`config.mk`:
```
export PLATFORM = sky130hd
export DESIGN_NAME = peer_wire_deframer
export DESIGN_NICKNAME = d
export VERILOG_FILES = /design/src/pwd_pkg.sv /design/src/peer_wire_deframer.sv
export SDC_FILE = /design/constraint.sdc
export NUM_CORES = 1
export LEC_CHECK = 0
export BUFFER_PORTS_ARGS = -buffer_cell sky130_fd_sc_hd__buf_2
export CAP_MARGIN = 20
export CORE_MARGIN = 8
export CORE_UTILIZATION = 55
export DETAILED_ROUTE_END_ITERATION = 10
export GPL_TIMING_DRIVEN = 0
export MAX_ROUTING_LAYER = met4
export PLACE_DENSITY = 0.77
export SLEW_MARGIN = 20
export SYNTH_ARGS = -nofsm -noshare
export SYNTH_HDL_FRONTEND = slang
export SYNTH_SLANG_ARGS = --single-unit
```
`constraint.sdc`:
```
create_clock -name clk -period 6.15 [get_ports clk]
set_input_delay 1.23 -clock clk [delete_from_list [all_inputs] [get_ports clk]]
set_output_delay 1.23 -clock clk [all_outputs]
set_load 0.01 [all_outputs]
```
`src/pwd_pkg.sv`:
```
package pwd_pkg;

    localparam int unsigned CfgIndexW = 3;
    localparam int unsigned CfgDataW  = 64;

    localparam logic [CfgIndexW-1:0] CFG_HASH_W0  = 3'd0;
    localparam logic [CfgIndexW-1:0] CFG_HASH_W1  = 3'd1;
    localparam logic [CfgIndexW-1:0] CFG_HASH_W2  = 3'd2;
    localparam logic [CfgIndexW-1:0] CFG_MAX_LEN  = 3'd3;

    localparam logic [20:0] LenCap   = 21'd1048576;
    localparam logic [20:0] LenReset = 21'd262144;

    localparam logic [6:0] HsLastPos = 7'd67;
    localparam logic [7:0] PstrLen   = 8'd19;
    localparam logic [6:0] PstrLast  = 7'd19;
    localparam logic [6:0] HashFirst = 7'd28;
    localparam logic [6:0] HashEnd   = 7'd48;
    localparam logic [4:0] HashLast  = 5'd19;
    localparam logic [6:0] LenLast   = 7'd3;

    typedef enum logic [2:0] {
        EV_HS_OK    = 3'd0,
        EV_HS_BAD   = 3'd1,
        EV_KEEP     = 3'd2,
        EV_MSG      = 3'd3,
        EV_PAYLOAD  = 3'd4,
        EV_OVERSIZE = 3'd5
    } event_t;

    localparam logic [7:0] ID_CHOKE      = 8'd0;
    localparam logic [7:0] ID_UNCHOKE    = 8'd1;
    localparam logic [7:0] ID_INTEREST   = 8'd2;
    localparam logic [7:0] ID_UNINTEREST = 8'd3;

    typedef struct packed {
        logic       action;
        logic [7:0] rx_byte;
    } in_item_t;

    typedef struct packed {
        logic [2:0]  event_res;
        logic [7:0]  msg_id;
        logic [19:0] payload_length;
        logic [7:0]  data_byte;
        logic        last;
        logic        peer_is_choking;
        logic        peer_is_interested;
    } out_item_t;

    // protocol name string of the handshake, one byte per index
    function automatic logic [7:0] pstr_byte(input logic [4:0] idx);
        logic [7:0] b;
        b = 8'h00;
        case (idx)
            5'd0:    b = 8'h42;
            5'd1:    b = 8'h69;
            5'd2:    b = 8'h74;
            5'd3:    b = 8'h54;
            5'd4:    b = 8'h6f;
            5'd5:    b = 8'h72;
            5'd6:    b = 8'h72;
            5'd7:    b = 8'h65;
            5'd8:    b = 8'h6e;
            5'd9:    b = 8'h74;
            5'd10:   b = 8'h20;
            5'd11:   b = 8'h70;
            5'd12:   b = 8'h72;
            5'd13:   b = 8'h6f;
            5'd14:   b = 8'h74;
            5'd15:   b = 8'h6f;
            5'd16:   b = 8'h63;
            5'd17:   b = 8'h6f;
            5'd18:   b = 8'h6c;
            default: b = 8'h00;
        endcase
        return b;
    endfunction

endpackage

```
`src/peer_wire_deframer.sv`:
```
// Receive-side deframer for a peer wire link. One byte (or a restart) is taken
// per transfer on the input channel, and a new transfer can be accepted every
// cycle while in_stall is low: the whole decision for a byte is made in the
// cycle it is accepted and its result, if any, is registered in the output
// register, or in the skid register behind it, which absorbs one result while
// out_stall is high; in_stall is raised only while that skid register is
// occupied, so it is a registered signal. The 68-byte handshake is checked
// first (verdict on its last byte), then length-prefixed messages are split
// into a start event and payload byte events. After a bad handshake or an
// oversize length, bytes are dropped until a restart. Configuration writes
// take effect on the next cycle and should be issued while the block is idle.
module peer_wire_deframer
(
    input  logic                               clk,
    input  logic                               rst_n,

    input  logic                               in_valid,
    output logic                               in_stall,
    input  pwd_pkg::in_item_t                  in_item,

    output logic                               out_valid,
    input  logic                               out_stall,
    output pwd_pkg::out_item_t                 out_item,

    input  logic                               cfg_write_en,
    input  logic [pwd_pkg::CfgIndexW-1:0]      cfg_index,
    input  logic [pwd_pkg::CfgDataW-1:0]       cfg_data
);

    typedef enum logic [4:0] {
        PH_HANDSHAKE = 5'b00001,
        PH_LENGTH    = 5'b00010,
        PH_ID        = 5'b00100,
        PH_PAYLOAD   = 5'b01000,
        PH_HALT      = 5'b10000
    } phase_t;

    // configuration
    logic [63:0] hash_w0_reg;
    logic [63:0] hash_w1_reg;
    logic [31:0] hash_w2_reg;
    logic [20:0] max_len_reg;

    // deframer state
    phase_t      phase_reg, phase_next;
    logic [6:0]  pos_reg, pos_next;
    logic [31:0] accum_reg, accum_next;
    logic [20:0] left_reg, left_next;
    logic [7:0]  id_reg, id_next;
    logic        good_reg, good_next;
    logic        choke_reg, choke_next;
    logic        interest_reg, interest_next;

    // output register and skid
    logic               out_valid_reg;
    pwd_pkg::out_item_t out_item_reg;
    logic               skid_valid_reg;
    pwd_pkg::out_item_t skid_item_reg;

    logic               in_fire;
    logic               out_fire;
    logic               res_valid;
    pwd_pkg::out_item_t res;

    logic [159:0] hash_vec;
    logic [6:0]   hash_off;
    logic [4:0]   hash_sel;
    logic [7:0]   hash_byte;
    logic [7:0]   want_pstr;
    logic         byte_ok;
    logic [31:0]  new_accum;
    logic [20:0]  max_eff;
    logic [20:0]  left_dec;
    logic [31:0]  len_m1;

    assign in_stall  = skid_valid_reg;
    assign in_fire   = in_valid && !skid_valid_reg;
    assign out_valid = out_valid_reg;
    assign out_item  = out_item_reg;
    assign out_fire  = out_valid_reg && !out_stall;

    always_ff @(posedge clk or negedge rst_n)
    begin
        if (!rst_n)
        begin
            hash_w0_reg <= '0;
            hash_w1_reg <= '0;
            hash_w2_reg <= '0;
            max_len_reg <= pwd_pkg::LenReset;
        end
        else if (cfg_write_en)
        begin
            case (cfg_index)
                pwd_pkg::CFG_HASH_W0: hash_w0_reg <= cfg_data;
                pwd_pkg::CFG_HASH_W1: hash_w1_reg <= cfg_data;
                pwd_pkg::CFG_HASH_W2: hash_w2_reg <= cfg_data[31:0];
                pwd_pkg::CFG_MAX_LEN: max_len_reg <= cfg_data[20:0];
                default:
                begin
                end
            endcase
        end
    end

    // handshake byte check
    assign hash_vec  = {hash_w0_reg, hash_w1_reg, hash_w2_reg};
    assign hash_off  = pos_reg - pwd_pkg::HashFirst;
    assign hash_sel  = pwd_pkg::HashLast - hash_off[4:0];
    assign hash_byte = hash_vec[{hash_sel, 3'b000} +: 8];
    assign want_pstr = pwd_pkg::pstr_byte(5'(pos_reg - 7'd1));

    always_comb
    begin
        byte_ok = 1'b1;
        if (pos_reg == 7'd0)
        begin
            byte_ok = (in_item.rx_byte == pwd_pkg::PstrLen);
        end
        else if (pos_reg <= pwd_pkg::PstrLast)
        begin
            byte_ok = (in_item.rx_byte == want_pstr);
        end
        else if (pos_reg >= pwd_pkg::HashFirst && pos_reg < pwd_pkg::HashEnd)
        begin
            byte_ok = (in_item.rx_byte == hash_byte);
        end
    end

    assign new_accum = {accum_reg[23:0], in_item.rx_byte};
    assign max_eff   = (max_len_reg > pwd_pkg::LenCap) ? pwd_pkg::LenCap : max_len_reg;
    assign left_dec  = (left_reg != 21'd0) ? (left_reg - 21'd1) : left_reg;
    assign len_m1    = accum_reg - 32'd1;

    always_comb
    begin
        phase_next    = phase_reg;
        pos_next      = pos_reg;
        accum_next    = accum_reg;
        left_next     = left_reg;
        id_next       = id_reg;
        good_next     = good_reg;
        choke_next    = choke_reg;
        interest_next = interest_reg;
        res_valid     = 1'b0;
        res           = '0;

        if (in_fire)
        begin
            if (in_item.action)
            begin
                phase_next = PH_HANDSHAKE;
                pos_next   = '0;
                accum_next = '0;
                left_next  = '0;
                id_next    = '0;
                good_next  = 1'b1;
            end
            else
            begin
                unique case (phase_reg)
                    PH_HANDSHAKE:
                    begin
                        if (!byte_ok)
                        begin
                            good_next = 1'b0;
                        end
                        if (pos_reg != pwd_pkg::HsLastPos)
                        begin
                            pos_next = pos_reg + 7'd1;
                        end
                        else
                        begin
                            pos_next   = '0;
                            accum_next = '0;
                            res_valid  = 1'b1;
                            res.last   = 1'b1;
                            if (good_next)
                            begin
                                phase_next    = PH_LENGTH;
                                res.event_res = pwd_pkg::EV_HS_OK;
                            end
                            else
                            begin
                                phase_next    = PH_HALT;
                                res.event_res = pwd_pkg::EV_HS_BAD;
                            end
                        end
                    end
                    PH_LENGTH:
                    begin
                        accum_next = new_accum;
                        if (pos_reg != pwd_pkg::LenLast)
                        begin
                            pos_next = pos_reg + 7'd1;
                        end
                        else
                        begin
                            pos_next = '0;
                            if (new_accum == 32'd0)
                            begin
                                res_valid     = 1'b1;
                                res.event_res = pwd_pkg::EV_KEEP;
                                res.last      = 1'b1;
                            end
                            else if (new_accum > {11'd0, max_eff})
                            begin
                                phase_next    = PH_HALT;
                                res_valid     = 1'b1;
                                res.event_res = pwd_pkg::EV_OVERSIZE;
                            end
                            else
                            begin
                                phase_next = PH_ID;
                            end
                        end
                    end
                    PH_ID:
                    begin
                        id_next            = in_item.rx_byte;
                        left_next          = len_m1[20:0];
                        res_valid          = 1'b1;
                        res.event_res      = pwd_pkg::EV_MSG;
                        res.msg_id         = in_item.rx_byte;
                        res.payload_length = len_m1[19:0];
                        if (len_m1[20:0] == 21'd0)
                        begin
                            phase_next = PH_LENGTH;
                            accum_next = '0;
                            res.last   = 1'b1;
                            case (in_item.rx_byte)
                                pwd_pkg::ID_CHOKE:      choke_next    = 1'b1;
                                pwd_pkg::ID_UNCHOKE:    choke_next    = 1'b0;
                                pwd_pkg::ID_INTEREST:   interest_next = 1'b1;
                                pwd_pkg::ID_UNINTEREST: interest_next = 1'b0;
                                default:
                                begin
                                end
                            endcase
                        end
                        else
                        begin
                            phase_next = PH_PAYLOAD;
                        end
                    end
                    PH_PAYLOAD:
                    begin
                        left_next          = left_dec;
                        res_valid          = 1'b1;
                        res.event_res      = pwd_pkg::EV_PAYLOAD;
                        res.msg_id         = id_reg;
                        res.payload_length = len_m1[19:0];
                        res.data_byte      = in_item.rx_byte;
                        if (left_dec == 21'd0)
                        begin
                            phase_next = PH_LENGTH;
                            accum_next = '0;
                            res.last   = 1'b1;
                            case (id_reg)
                                pwd_pkg::ID_CHOKE:      choke_next    = 1'b1;
                                pwd_pkg::ID_UNCHOKE:    choke_next    = 1'b0;
                                pwd_pkg::ID_INTEREST:   interest_next = 1'b1;
                                pwd_pkg::ID_UNINTEREST: interest_next = 1'b0;
                                default:
                                begin
                                end
                            endcase
                        end
                    end
                    PH_HALT:
                    begin
                    end
                    default:
                    begin
                    end
                endcase
            end
        end

        res.peer_is_choking    = choke_next;
        res.peer_is_interested = interest_next;
    end

    always_ff @(posedge clk or negedge rst_n)
    begin
        if (!rst_n)
        begin
            phase_reg    <= PH_HANDSHAKE;
            pos_reg      <= '0;
            accum_reg    <= '0;
            left_reg     <= '0;
            id_reg       <= '0;
            good_reg     <= 1'b1;
            choke_reg    <= 1'b1;
            interest_reg <= 1'b0;
        end
        else
        begin
            phase_reg    <= phase_next;
            pos_reg      <= pos_next;
            accum_reg    <= accum_next;
            left_reg     <= left_next;
            id_reg       <= id_next;
            good_reg     <= good_next;
            choke_reg    <= choke_next;
            interest_reg <= interest_next;
        end
    end

    // output register with one skid entry; skid only fills while out is held
    always_ff @(posedge clk or negedge rst_n)
    begin
        if (!rst_n)
        begin
            out_valid_reg  <= 1'b0;
            skid_valid_reg <= 1'b0;
        end
        else if (!out_valid_reg || out_fire)
        begin
            if (skid_valid_reg)
            begin
                out_valid_reg  <= 1'b1;
                skid_valid_reg <= 1'b0;
            end
            else
            begin
                out_valid_reg <= res_valid;
            end
        end
        else if (res_valid)
        begin
            skid_valid_reg <= 1'b1;
        end
    end

    always_ff @(posedge clk)
    begin
        if (!out_valid_reg || out_fire)
        begin
            out_item_reg <= skid_valid_reg ? skid_item_reg : res;
        end
        else if (res_valid)
        begin
            skid_item_reg <= res;
        end
    end

`ifndef SYNTHESIS
    a_skid_needs_out: assert property (@(posedge clk) disable iff (!rst_n)
        skid_valid_reg |-> out_valid_reg)
        else $error("skid entry held while output register empty");

    a_restart: assert property (@(posedge clk) disable iff (!rst_n)
        in_fire && in_item.action |=> phase_reg == PH_HANDSHAKE && pos_reg == 7'd0
            && good_reg)
        else $error("restart did not return to handshake start");

    a_payload_left: assert property (@(posedge clk) disable iff (!rst_n)
        phase_reg == PH_PAYLOAD |-> left_reg != 21'd0)
        else $error("payload phase with no bytes left");

    a_len_bounds: assert property (@(posedge clk) disable iff (!rst_n)
        (phase_reg == PH_ID || phase_reg == PH_PAYLOAD)
            |-> accum_reg != 32'd0 && accum_reg <= {11'd0, pwd_pkg::LenCap})
        else $error("message length out of range past length check");

    a_len_pos: assert property (@(posedge clk) disable iff (!rst_n)
        phase_reg == PH_LENGTH |-> pos_reg <= pwd_pkg::LenLast)
        else $error("length byte counter overran");
`endif

endmodule

```
-- Word level (Yosys, flattened, before mapping)
Memories as Yosys holds them, arrays and structs flattened.
Index checks and enable logic that the tools add are counted.
- register bits: 335
- memories: 1
- word-level logic and storage cells: 171
- output and inout bits: 44
- memory bits (read-only): 224
- shift-type cells: 1
- equality and inequality tests: 23
- reduce and logical (&&, ||, !) cells: 33
- add/sub/neg operators: 6
- bitwise logic cells: 1
- mux-type cells: 73
- $lt $le $gt $ge: 5
- memories (name ; depth ; width ; rd ports ; clocked after memory_dff ; write ports ; RTL line ; source):
    (name not given) ; 32 ; 7 ; 1 ; 0 ; 0 ; pwd_pkg.sv:55 ; case (idx)
- operator list (cell ; count):
    indexed part select 160 x 9 -> 8 bit ; 1
    two-way mux 24 bit ; 4
    case mux 24 bit (4 select lines) ; 1
    two-way mux 40 bit ; 2
    two-way mux 21 bit ; 3
    case mux 28 bit (2 select lines) ; 1
    zero test 21 bit ; 2
    two-way mux 42 bit ; 1
    case mux 21 bit (2 select lines) ; 1
    subtractor 21 x 1 -> 21 bit, second input constant ; 2
    two-way mux 5 bit ; 7
    == test 8 x 2 -> 1 bit, second input constant ; 4
    > comparator 32 x 21 -> 1 bit ; 1
    zero test 32 bit ; 1
    two-way mux 1 bit ; 31
    two-way mux 8 bit ; 3
    > comparator 21 bit, second input constant ; 1
    two-way mux 7 bit ; 3
    nonzero test 21 bit ; 1
    case mux 5 bit (4 select lines) ; 1
    AND reduction 2 bit ; 9
    == test 8 x 1 -> 1 bit, second input constant ; 2
    == test 8 bit ; 2
    zero test 8 bit ; 2
    36 further kinds ; 56

-- Depth between registers and ports, before layout
Gate-level depths: netlist (run 1).
- word-level depth: 17
- mapped depth: 15
- gate-level depth less buffers: 14

-- Worst setup path before layout (run 1)
Ideal clock, no wire load.
- kind: input port to flip-flop
- start point: in in_item[3] (netlist bit)
- end point: reg skid_item_reg[0] (netlist bit) (enable)
- arrival time: 5664 ps
- setup time: 493 ps
- path slack: -8 ps
- required time: 5657 ps
- buffers on the path: 0
- cell stages on the path: 7
- cell sequence: or2_2 -> nor4_1 -> nand3_1 -> or4_1 -> o21ai_0 -> a21oi_1 -> nor3_1
- longest elaborated chain between the ends: 8
- elaborated cells between the ends (all ways): 9
- RTL lines (what ; RTL line ; source):
    from (decl) ; peer_wire_deframer.sv:19 ; input pwd_pkg::in_item_t in_item,
    > comparator 32 x 21 -> 1 bit ; peer_wire_deframer.sv:205 ; else if (new_accum > {11'd0, max_eff})
    two-way mux 1 bit ; peer_wire_deframer.sv:205 ;
    two-way mux 1 bit * ; peer_wire_deframer.sv:199 ; if (new_accum == 32'd0)
    two-way mux 1 bit * ; peer_wire_deframer.sv:192 ; if (pos_reg != pwd_pkg::LenLast)
    case mux 1 bit (3 select lines) * ; peer_wire_deframer.sv:160 ; unique case (phase_reg)
    two-way mux 1 bit * ; peer_wire_deframer.sv:149 ; if (in_item.action)
    two-way mux 1 bit * ; peer_wire_deframer.sv:147 ; if (in_fire)
    AND reduction 2 bit (no line) * ; n/a ;
    to (signal assigned) ; peer_wire_deframer.sv:343 ; skid_item_reg <= res;
    to (decl) ; peer_wire_deframer.sv:58 ; pwd_pkg::out_item_t skid_item_reg;
Mark *: on every way between the ends. The rest lies on a longest branch, timed or not.
A chain may end at the register's enable or synchronous reset.

-- Worst setup path after layout (run 1)
- start point: in in_item[0] (netlist bit)
- end point: reg skid_item_reg[30] (netlist bit) (enable)
The elaborated chain is that of the path after synthesis.

==> impl_metrics.ini, run 1 <==
[route]
ant_nets = 0
drt-pass1-iter-count = 5
drc = 0
via_per_inst = 6.27
via_count = 13400
first_iter_violations = 1040
drt-total-wl_microns = 48700
wire_per_inst_microns = 22.7

[placed_design]
dp_hpwl_microns = 35600
gp_congestion = 0.985
portBuffers = 123
post_dp_cell_area_sq_mm = 0.0187
place_ws_ps = 734

[setup_path]
path_common_cell = o21ai_0
start_kind = input pin
path_class = in -> reg
r2r-end = skid_item_reg[30]
cp_slowest_stage_delay_ps = 620
r2r-start = accum_reg[0]
r2r_setup_slack_ps = 1440
reg2reg_depth = 12
path_cells = clkbuf_1 > clkinv_1 > ha_1 > nor2b_1 > o21ai_0 > nand2b_1 > a21oi_1 > o21ai_0 > a211oi_1 > o21ai_0 > a21oi_1 > nor3_4 > buf_8 > buf_8
critPathCaptureType = flop
worstPathRequired_ps = 6370
critPathArrivalTime_ps = 5080
critPathSlowestCell = nor3_4
path_max_fanout = 17

[clocking]
cts_made_buffers = 36
worstSkewPairLatency_ps = 520
clock_path_buffers = 3
postCtsHoldBufs = 0
htreeDepth = 2
root_buffer = clkbuf_16
cts_num_sinks = 335
clk_pin_slew_ps = 60
cts_tree = done
cts_setup_buffers = 0
cts_resized = 0

[logic_synthesis]
synth-seq-cells = 335
synth_most_common_cell = dfrtp_1
ys_top_cells_by_area = dfrtp_1 35%, edfxtp_1 14%, mux2_2 12%
yosysUniqueCellTypes = 83
synth-edff-count = 84
synth_top_area_cell = dfrtp_1
ys_top_cells_by_count = 247 x dfrtp_1, 185 x mux2_2, 121 x nor2_1
synth_cells = 1545
synth_ff_type = dfrtp_1
yosysSeqAreaShare_pct = 50.6
postSynth.asyncResetShare_pct = 74.9
syn-cell-area_sq_mm = 0.0174
syn_area_per_cell_sq_um = 11.3
yosysTopAreaCellShare_pct = 35.5
yosysWarnings = 0
synth_nets = 1658

[cells_and_area]
fin_nets = 1824
finalCoreUtilization_pct = 63.4
area_growth_pct = 14.2
layout-drive-gt1-share_pct = 25.3
nFillCells = 2526
fin_area_sq_mm = 0.0199

[global_routing]
grt_max_degree = 104
grt_pass1_wl_microns = 77500
grt_usage_pct = 26.1
globalRoute.totalOverflow = 0
antenna_found_initial = 1
grt_pass1_vias = 13700

[min_path]
min-delay-start = hash_w0_reg[63]
hp-class = reg -> reg
min_to = hash_w0_reg[63]
min_path_cells = 1

[die]
die_area_sq_mm = 0.0376
die_y_microns = 194
die_w_microns = 194
rows = 65
start_util_pct = 55.5
ios = 125
core_sq_mm = 0.0314

[power_and_ir_drop]
ir_worst_vdd_mv = 0.271
leakage_nw = 9.02
p_per_area_mw_per_mm2 = 324
power.total_mw = 6.45

[sta]
worstMarginPinSlew_ps = 995
post-route-period-util_pct = 79.1
hold_viol = 0
finalMaxSlewViolations = 0
slew_headroom_pct = 33.1
holdWs_ps = 504
fin_skew_ps = 16.4
finalSetupViolations = 0
rsz0062_at_grt = false
max_freq_ghz = 0.205
fin_ws_ps = 1280
finalCriticalPeriod_ps = 4870

[status]
status = finished clean

[job]
max-cap-violations = 0
==> layout make-up <==
cell class | count | area, sq um | share of cell area [%]
Sequential cell | 335 | 8810 | 44.3
Tap cell | 402 | 503 | 2.53
Multi-Input combinational cell | 1079 | 8100 | 40.7
Inverter | 30 | 113 | 0.566
Clock buffer | 48 | 1030 | 5.17
Buffer | 101 | 424 | 2.13
Timing Repair Buffer | 128 | 731 | 3.67
Clock inverter | 18 | 183 | 0.919
Antenna cell | 1 | 2.50 | 0.0126
==> power by group <==
part / switching, mW / leakage, nW / internal (mW)
Sequential: 0.174 / 4.08 / 2.55
Clock: 0.896 / 0.595 / 1.31
Combinational: 0.840 / 4.34 / 0.681
==> critical path: cells and delay by family <==
family	cells	cell delay [ps]
compound gates	6	1170
fa+ha+maj	1	380
simple gates	3	790
buf+inv	4	1480
==> metrics by stage <==
step           std cells  setup TNS, ps
5_1_grt             2142              0
3_3_place_gp        2070        -171000
3_5_place_dp        2075              0
2_1_floorplan       1545              0
4_1_cts             2141              0
6_report            2142              0
==> layout by cell type, fill, tap and decap left out, types with 10 or more instances in the layout <==
| cell | netlist | layout |
|---|---|---|
| dfrtp_1 | 247 | 247 |
| mux2_2 | 185 | 185 |
| buf_2 | 15 | 137 |
| nor2_1 | 121 | 121 |
| nand2_1 | 103 | 102 |
| edfxtp_1 | 84 | 84 |
| clkbuf_1 | 72 | 78 |
| a21oi_1 | 74 | 74 |
| o21ai_0 | 73 | 73 |
| mux2i_1 | 59 | 59 |
| a21o_1 | 38 | 38 |
| clkbuf_16 | 0 | 38 |
| ha_1 | 32 | 32 |
| nor3_1 | 33 | 31 |
| a22o_1 | 30 | 30 |
| inv_1 | 28 | 28 |
| nand4_1 | 27 | 27 |
| a22oi_1 | 23 | 23 |
| nor4_1 | 22 | 22 |
| nand3_1 | 22 | 22 |
| a31oi_1 | 21 | 21 |
| xnor2_1 | 18 | 18 |
| mux4_2 | 17 | 17 |
| and3_1 | 12 | 12 |
| xor2_1 | 11 | 11 |
| nor2b_1 | 11 | 11 |
| nand2b_1 | 10 | 10 |
| buf_1 | 10 | 10 |
| clkinv_2 | 0 | 10 |
==> how the worst max path moves through the flow <==
stage | start | slack, ps | end
floorplan | in_item[3] | 1270 | skid_item_reg[0]
global placement | in_item[0] | -630 | skid_item_reg[12]
detailed placement | in_item[0] | 730 | skid_item_reg[12]
CTS | in_item[0] | 1280 | skid_item_reg[30]
global route | in_item[0] | 1020 | skid_item_reg[30]
finish | in_item[0] | 1280 | skid_item_reg[30]
==> kinds of logic (layout without fill, tap and decap cells) <==
family,count (synthesis),count (layout),synth area share [%]
buf+inv,131,325,3.08
simple gates,426,426,12.5
xor+xnor,29,29,1.46
mux,261,261,17.6
compound gates,329,329,12.4
flops,335,335,50.6
other cells,0,1,0
fa+ha+maj,34,34,2.41
==> routing by layer <==
metal / up-vias / track usage, % / share of wire [%] / wire [microns]
met5: - / - / 0 / 0
met4: 0 / 9.14 / 3.3 / 1600
met2: 498 / 42.7 / 49 / 23800
met3: 121 / 4.03 / 5.6 / 2730
met1: 6756 / 33.1 / 42 / 20600
li1: 6064 / - / - / -
Note: power is estimated with default switching activity, not from simulation.
==> inputs of run 2 (changes only) <==
Settings changed: ABC_AREA set to 1, CORE_UTILIZATION 55 to 61, PLACE_DENSITY 0.77 to 0.8.
Clock period 6.15 ns to 4.69 ns, I/O delays scaled along.
==> run 2 against run 1 <==
Effect of this change:
- flip-flop and latch count did not move
- global-route usage rose by 7.7 points
- sequential power rose by 38%
- clock skew rose by 1.2 ps
- largest cell class unchanged
==> impl_metrics.ini, run 2 <==
[status]
status = finished clean

[logic_synthesis]
synth_nets = 2369
yosysTopAreaCellShare_pct = 35.1
yosysSeqAreaShare_pct = 50.0
synth_top_family_by_area = simple AND/OR/NAND/NOR gates
postSynth.asyncResetShare_pct = 74.9
yosysWarnings = 0
synth-seq-cells = 335
synthMuxAreaShare_pct = 0
synth_cells = 2256
synth-simple-area-share_pct = 25.7
synth-edff-count = 84
synth_adder_area_share_pct = 2.27
synth_top_area_cell = dfrtp_1
synth_ff_type = dfrtp_1
syn_area_per_cell_sq_um = 7.82
yosysUniqueCellTypes = 52
synth_most_common_cell = nand2_1
synth-xor-area-share_pct = 1.44
ys_top_cells_by_count = 685 x nand2_1, 314 x o21ai_0, 247 x dfrtp_1
ys_top_cells_by_area = dfrtp_1 35%, nand2_1 15%, edfxtp_1 14%
synth-compound-area-share_pct = 12.8
syn-cell-area_sq_mm = 0.0176

[sta]
rsz0062_at_grt = false
max_freq_ghz = 0.233
finalMaxSlewViolations = 0
fin_skew_ps = 17.7
slew_headroom_pct = 24.9
post-route-period-util_pct = 91.5
setup_tns_ps = 0
worstMarginPinSlew_ps = 1120
finalSetupViolations = 0
hold_viol = 0
holdWs_ps = 387
finalCriticalPeriod_ps = 4290

[clocking]
worstSkewPairLatency_ps = 540
postCtsHoldBufs = 0
htreeDepth = 2
cts_made_buffers = 36
root_buffer = clkbuf_16
cts_num_sinks = 335
clk_pin_slew_ps = 70
cts_tree = done
clock_path_buffers = 3

[setup_path]
cpLargestDelayFamily = buffers and inverters
worstPathRequired_ps = 4970
start_kind = flop
critPathSlowestCell = clkbuf_1
path_common_cell = nand2_1
critPathArrivalTime_ps = 4570
path_cells = buf_2 > inv_2 > clkbuf_1 > buf_2 > ha_1 > xor2_1 > ha_1 > inv_1 > nand2_1 > nand3_1 > xor2_1 > nand3_1 > nor2_1 > nand3_1 > nand2_1 > nand2_1 > nand2_1 > nand2_1 > nand2_1 > nand2_1 > nand2_1 > nand2_1
cp_slowest_stage_delay_ps = 570
critPathCaptureType = flop
cp_num_buf_inv = 5
path_class = reg -> reg
path_max_fanout = 13

[cells_and_area]
layout_commonest_cell = nand2_1
finalCoreUtilization_pct = 70.9
mostFrequentLayoutCells = 684 x nand2_1, 314 x o21ai_0, 247 x dfrtp_1, 229 x inv_1, 190 x nor2_1
fin_area_sq_mm = 0.0202
fin_nets = 2536
layout-drive-gt1-share_pct = 10.9
area_growth_pct = 14.7
num_antenna_cells = 0

[job]
max-cap-violations = 0

[route]
ant_nets = 0
drc = 0
via_count = 16600
drt-pass1-iter-count = 6
wire_per_inst_microns = 20.0
drt-total-wl_microns = 56600
via_per_inst = 5.87
first_iter_violations = 1836

[die]
die_area_sq_mm = 0.0346
rows = 62
die_y_microns = 186
start_util_pct = 61.8
die_w_microns = 186
ios = 125
core_sq_mm = 0.0285

[power_and_ir_drop]
ir_worst_vdd_mv = 0.547
p_per_area_mw_per_mm2 = 608
power.total_mw = 12.3
leakage_nw = 10.0

[placed_design]
post_dp_cell_area_sq_mm = 0.0189
portBuffers = 124
gp_congestion = 0.979
dp_hpwl_microns = 42000

[global_routing]
antenna_found_initial = 0
globalRoute.totalOverflow = 0
grt_pass1_wl_microns = 87800
grt_pass1_vias = 16100
grt_usage_pct = 33.8
grt_max_degree = 95

[min_path]
hp-class = in -> async
run 2: worst register-to-register path, stage by stage, from the launching register on:
cell      delay [ps]
dfrtp_1          430
buf_2            190
inv_2            180
clkbuf_1         570
buf_2            410
ha_1             320
xor2_1           370
ha_1             310
inv_1             50
nand2_1           50
nand3_1          110
xor2_1           150
nand3_1           90
nor2_1           120
nand3_1           90
nand2_1           60
nand2_1           50
nand2_1          120
nand2_1          100
nand2_1           90
nand2_1           50
nand2_1           80
nand2_1           50
run 2: cell families (layout without fill, tap and decap cells):
kind of cell | Yosys count | count (layout)
XOR/XNOR | 29 | 29
buffers and inverters | 350 | 545
AND/OR/NAND/NOR | 1088 | 1088
adder cells (fa/ha/maj) | 32 | 32
flip-flops | 335 | 335
AO/OA/AOI/OAI | 422 | 422
run 2: stage by stage:
stage	worst slack, ps	instances
after floorplan	262	2256
after global placement	-1760	2764
after detailed placement	86.7	2768
after CTS	24.7	2834
after global routing	71.2	2835
final	399	2835
run 2: area by class of cell:
class,count,area [sq um]
multi-input combinational,1571,7470
clock buffer,44,982
buffer,100,432
clock inverter,22,363
tap,384,480
timing repair buffer,129,761
inverter,250,938
fill,2306,8320
sequential,335,8810
run 2: timing repair:
item / CTS / global route
hold endpoints to repair: 0 / 0
setup buffers: 0 / 1
gates resized for setup: 0 / 1
endpoints found under the setup margin: 0 / 42
run 2: power by group:
part / switching [mW] / internal (mW) / total, mW
clock: 1.23 / 2.01 / 3.24
combinational: 3.70 / 1.58 / 5.28
sequential: 0.328 / 3.45 / 3.78
total: 5.26 / 7.04 / 12.3
run 2: worst paths after layout:
check	slack, ps	depth (start not counted)	to	from
worst min-delay path	390	1	hash_w0_reg[35]	rst_n
worst max register to register	400	22	out_item[39]	pos_reg[0]
worst min register to register	480	2	hash_w2_reg[0]	hash_w2_reg[0]
max in group asynchronous	3360	2	choke_reg	rst_n
worst max-delay path	400	22	out_item[39]	pos_reg[0]
min in group clk	480	2	hash_w2_reg[0]	hash_w2_reg[0]
run 2: routing by layer:
layer  up-vias  global-route usage (%)  share of wire (%)
met1      7891                    40.7                 39
li1       7702                       -                  -
met3       181                    5.88                8.2
met4         0                    14.6                4.7
met2       874                    55.7                 48
met5         -                       -                  0
==> inputs of run 3 (changes only) <==
Settings changed: REMOVE_ABC_BUFFERS set to 1.
==> run 3 against run 2 <==
Effect of this change:
- worst hold slack gained 43 ps
- design area down 1.7%
- global-route usage down 5.6 points
- first-iteration DRC count shrank 24%
- via count decreased by 7.2%
- non-clock buffer count is 90 lower
- critical path depth fell by 15
- largest cell class unchanged
- largest power group unchanged
==> impl_metrics.ini, run 3 (synthesis gave the netlist of run 2 again) <==
[status]
status = finished clean

[sta]
max_freq_ghz = 0.232
hold_viol = 0
fin_ws_ps = 384
setup_tns_ps = 0
slew_headroom_pct = 29.8
worstMarginPinSlew_ps = 1050
fin_skew_ps = 12.7
finalMaxSlewViolations = 0
post-route-period-util_pct = 91.8
finalCriticalPeriod_ps = 4310
finalSetupViolations = 0
rsz0062_at_grt = false

[power_and_ir_drop]
power.total_mw = 11.4
leakage_nw = 9.86
p_per_area_mw_per_mm2 = 572
ir_worst_vdd_mv = 0.378

[clocking]
postCtsHoldBufs = 0
cts_made_buffers = 37
root_buffer = clkbuf_16
worstSkewPairLatency_ps = 520
clock_path_buffers = 3
cts_tree = done
clk_pin_slew_ps = 60
cts_num_sinks = 335
htreeDepth = 2

[route]
drt-total-wl_microns = 46700
ant_nets = 0
drc = 0
wire_per_inst_microns = 17.0
drt-pass1-iter-count = 6
via_count = 15400
first_iter_violations = 1389
via_per_inst = 5.63

[cells_and_area]
finalCoreUtilization_pct = 69.7
fin_nets = 2447
layout_commonest_cell = nand2_1
regArea_sq_mm = 0.00881
num_antenna_cells = 0
mostFrequentLayoutCells = 684 x nand2_1, 314 x o21ai_0, 244 x dfrtp_1, 227 x inv_1, 188 x nor2_1
layout-drive-gt1-share_pct = 11.1
nFillCells = 2413
multi_input_area_sq_mm = 0.00752
area_growth_pct = 12.8

[placed_design]
gp_congestion = 0.947
dp_hpwl_microns = 32800
place_ws_ps = -230
portBuffers = 124

[global_routing]
antenna_found_initial = 0
grt_pass1_wl_microns = 76100
grt_usage_pct = 28.2
globalRoute.totalOverflow = 0
grt_pass1_vias = 14900
grt_max_degree = 97

[setup_path]
worstPathRequired_ps = 5000
critPathArrivalTime_ps = 4610
critPathCaptureType = flop
reg2reg_depth = 7
path_max_fanout = 46
start_kind = flop
path_class = reg -> reg

[die]
die_w_microns = 186
die_y_microns = 186
ios = 125
core_sq_mm = 0.0285
die_area_sq_mm = 0.0346
start_util_pct = 61.8
rows = 62

[min_path]
hp-class = in -> async

[job]
max-cap-violations = 0
[run 3: cell count changes in the layout (fill, tap and decap cells not counted), sizes merged]
cell      previous run  this run
clkbuf             124        57
clkinvlp             0         2
inv                252       247
bufinv               9         0
buf                149       139
[run 3: worst max-delay path, stage by stage (launching register included)]
cell	delay (ps)
dfrtp_2	680
inv_2	200
nand2_1	170
nor2_1	710
inv_2	320
nor2_2	790
clkinv_2	740
o21ai_0	470
[run 3: final cells by class]
class,count,share of cell area [%]
clock buffers,57,5.50
clock inverters,10,0.315
inverters,250,4.74
multi-input cells,1571,37.8
flip-flops and latches,335,44.3
well taps,384,2.42
repair buffers,139,4.88
[run 3: timing repair]
action,CTS,global route
resized for setup,2,1
setup endpoints to repair,50,42
cloned,0,0
pin swaps,0,1
buffers inserted,0,1
[run 3: routing by layer]
metal / up-vias / wire [microns] / GRT usage (%)
met2: 595 / 22000 / 44.7
met5: - / 0 / -
met4: 0 / 1520 / 9.18
met3: 114 / 3110 / 3.28
li1: 7482 / - / -
met1: 7256 / 20100 / 37.6
[run 3: power by group]
group	leakage [nW]	internal, mW	switching, mW
clock network	0.557	1.61	1.16
registers	4.09	3.45	0.392
logic	5.21	1.51	3.24
total	9.86	6.58	4.79
[run 3: per-stage QoR]
step,instance area [sq um],hold WS [ps],instances
floorplan,17200,448,2156
global placement,18300,460,2664
detailed placement,18700,468,2678
CTS,19900,464,2745
global route,19900,483,2746
finish,19900,431,2746
[run 3: final timing paths]
kind	startpoint	endpoint	slack (ps)
worst min register to register	hash_w0_reg[53]	hash_w0_reg[53]	480
worst min-delay path	rst_n	hash_w0_reg[36]	430
min in group clk	hash_w0_reg[53]	hash_w0_reg[53]	480
worst max-delay path	in_stall	out_item[23]	380
max in group asynchronous	rst_n	phase_reg[0]	3410
worst max register to register	in_stall	out_item[23]	380
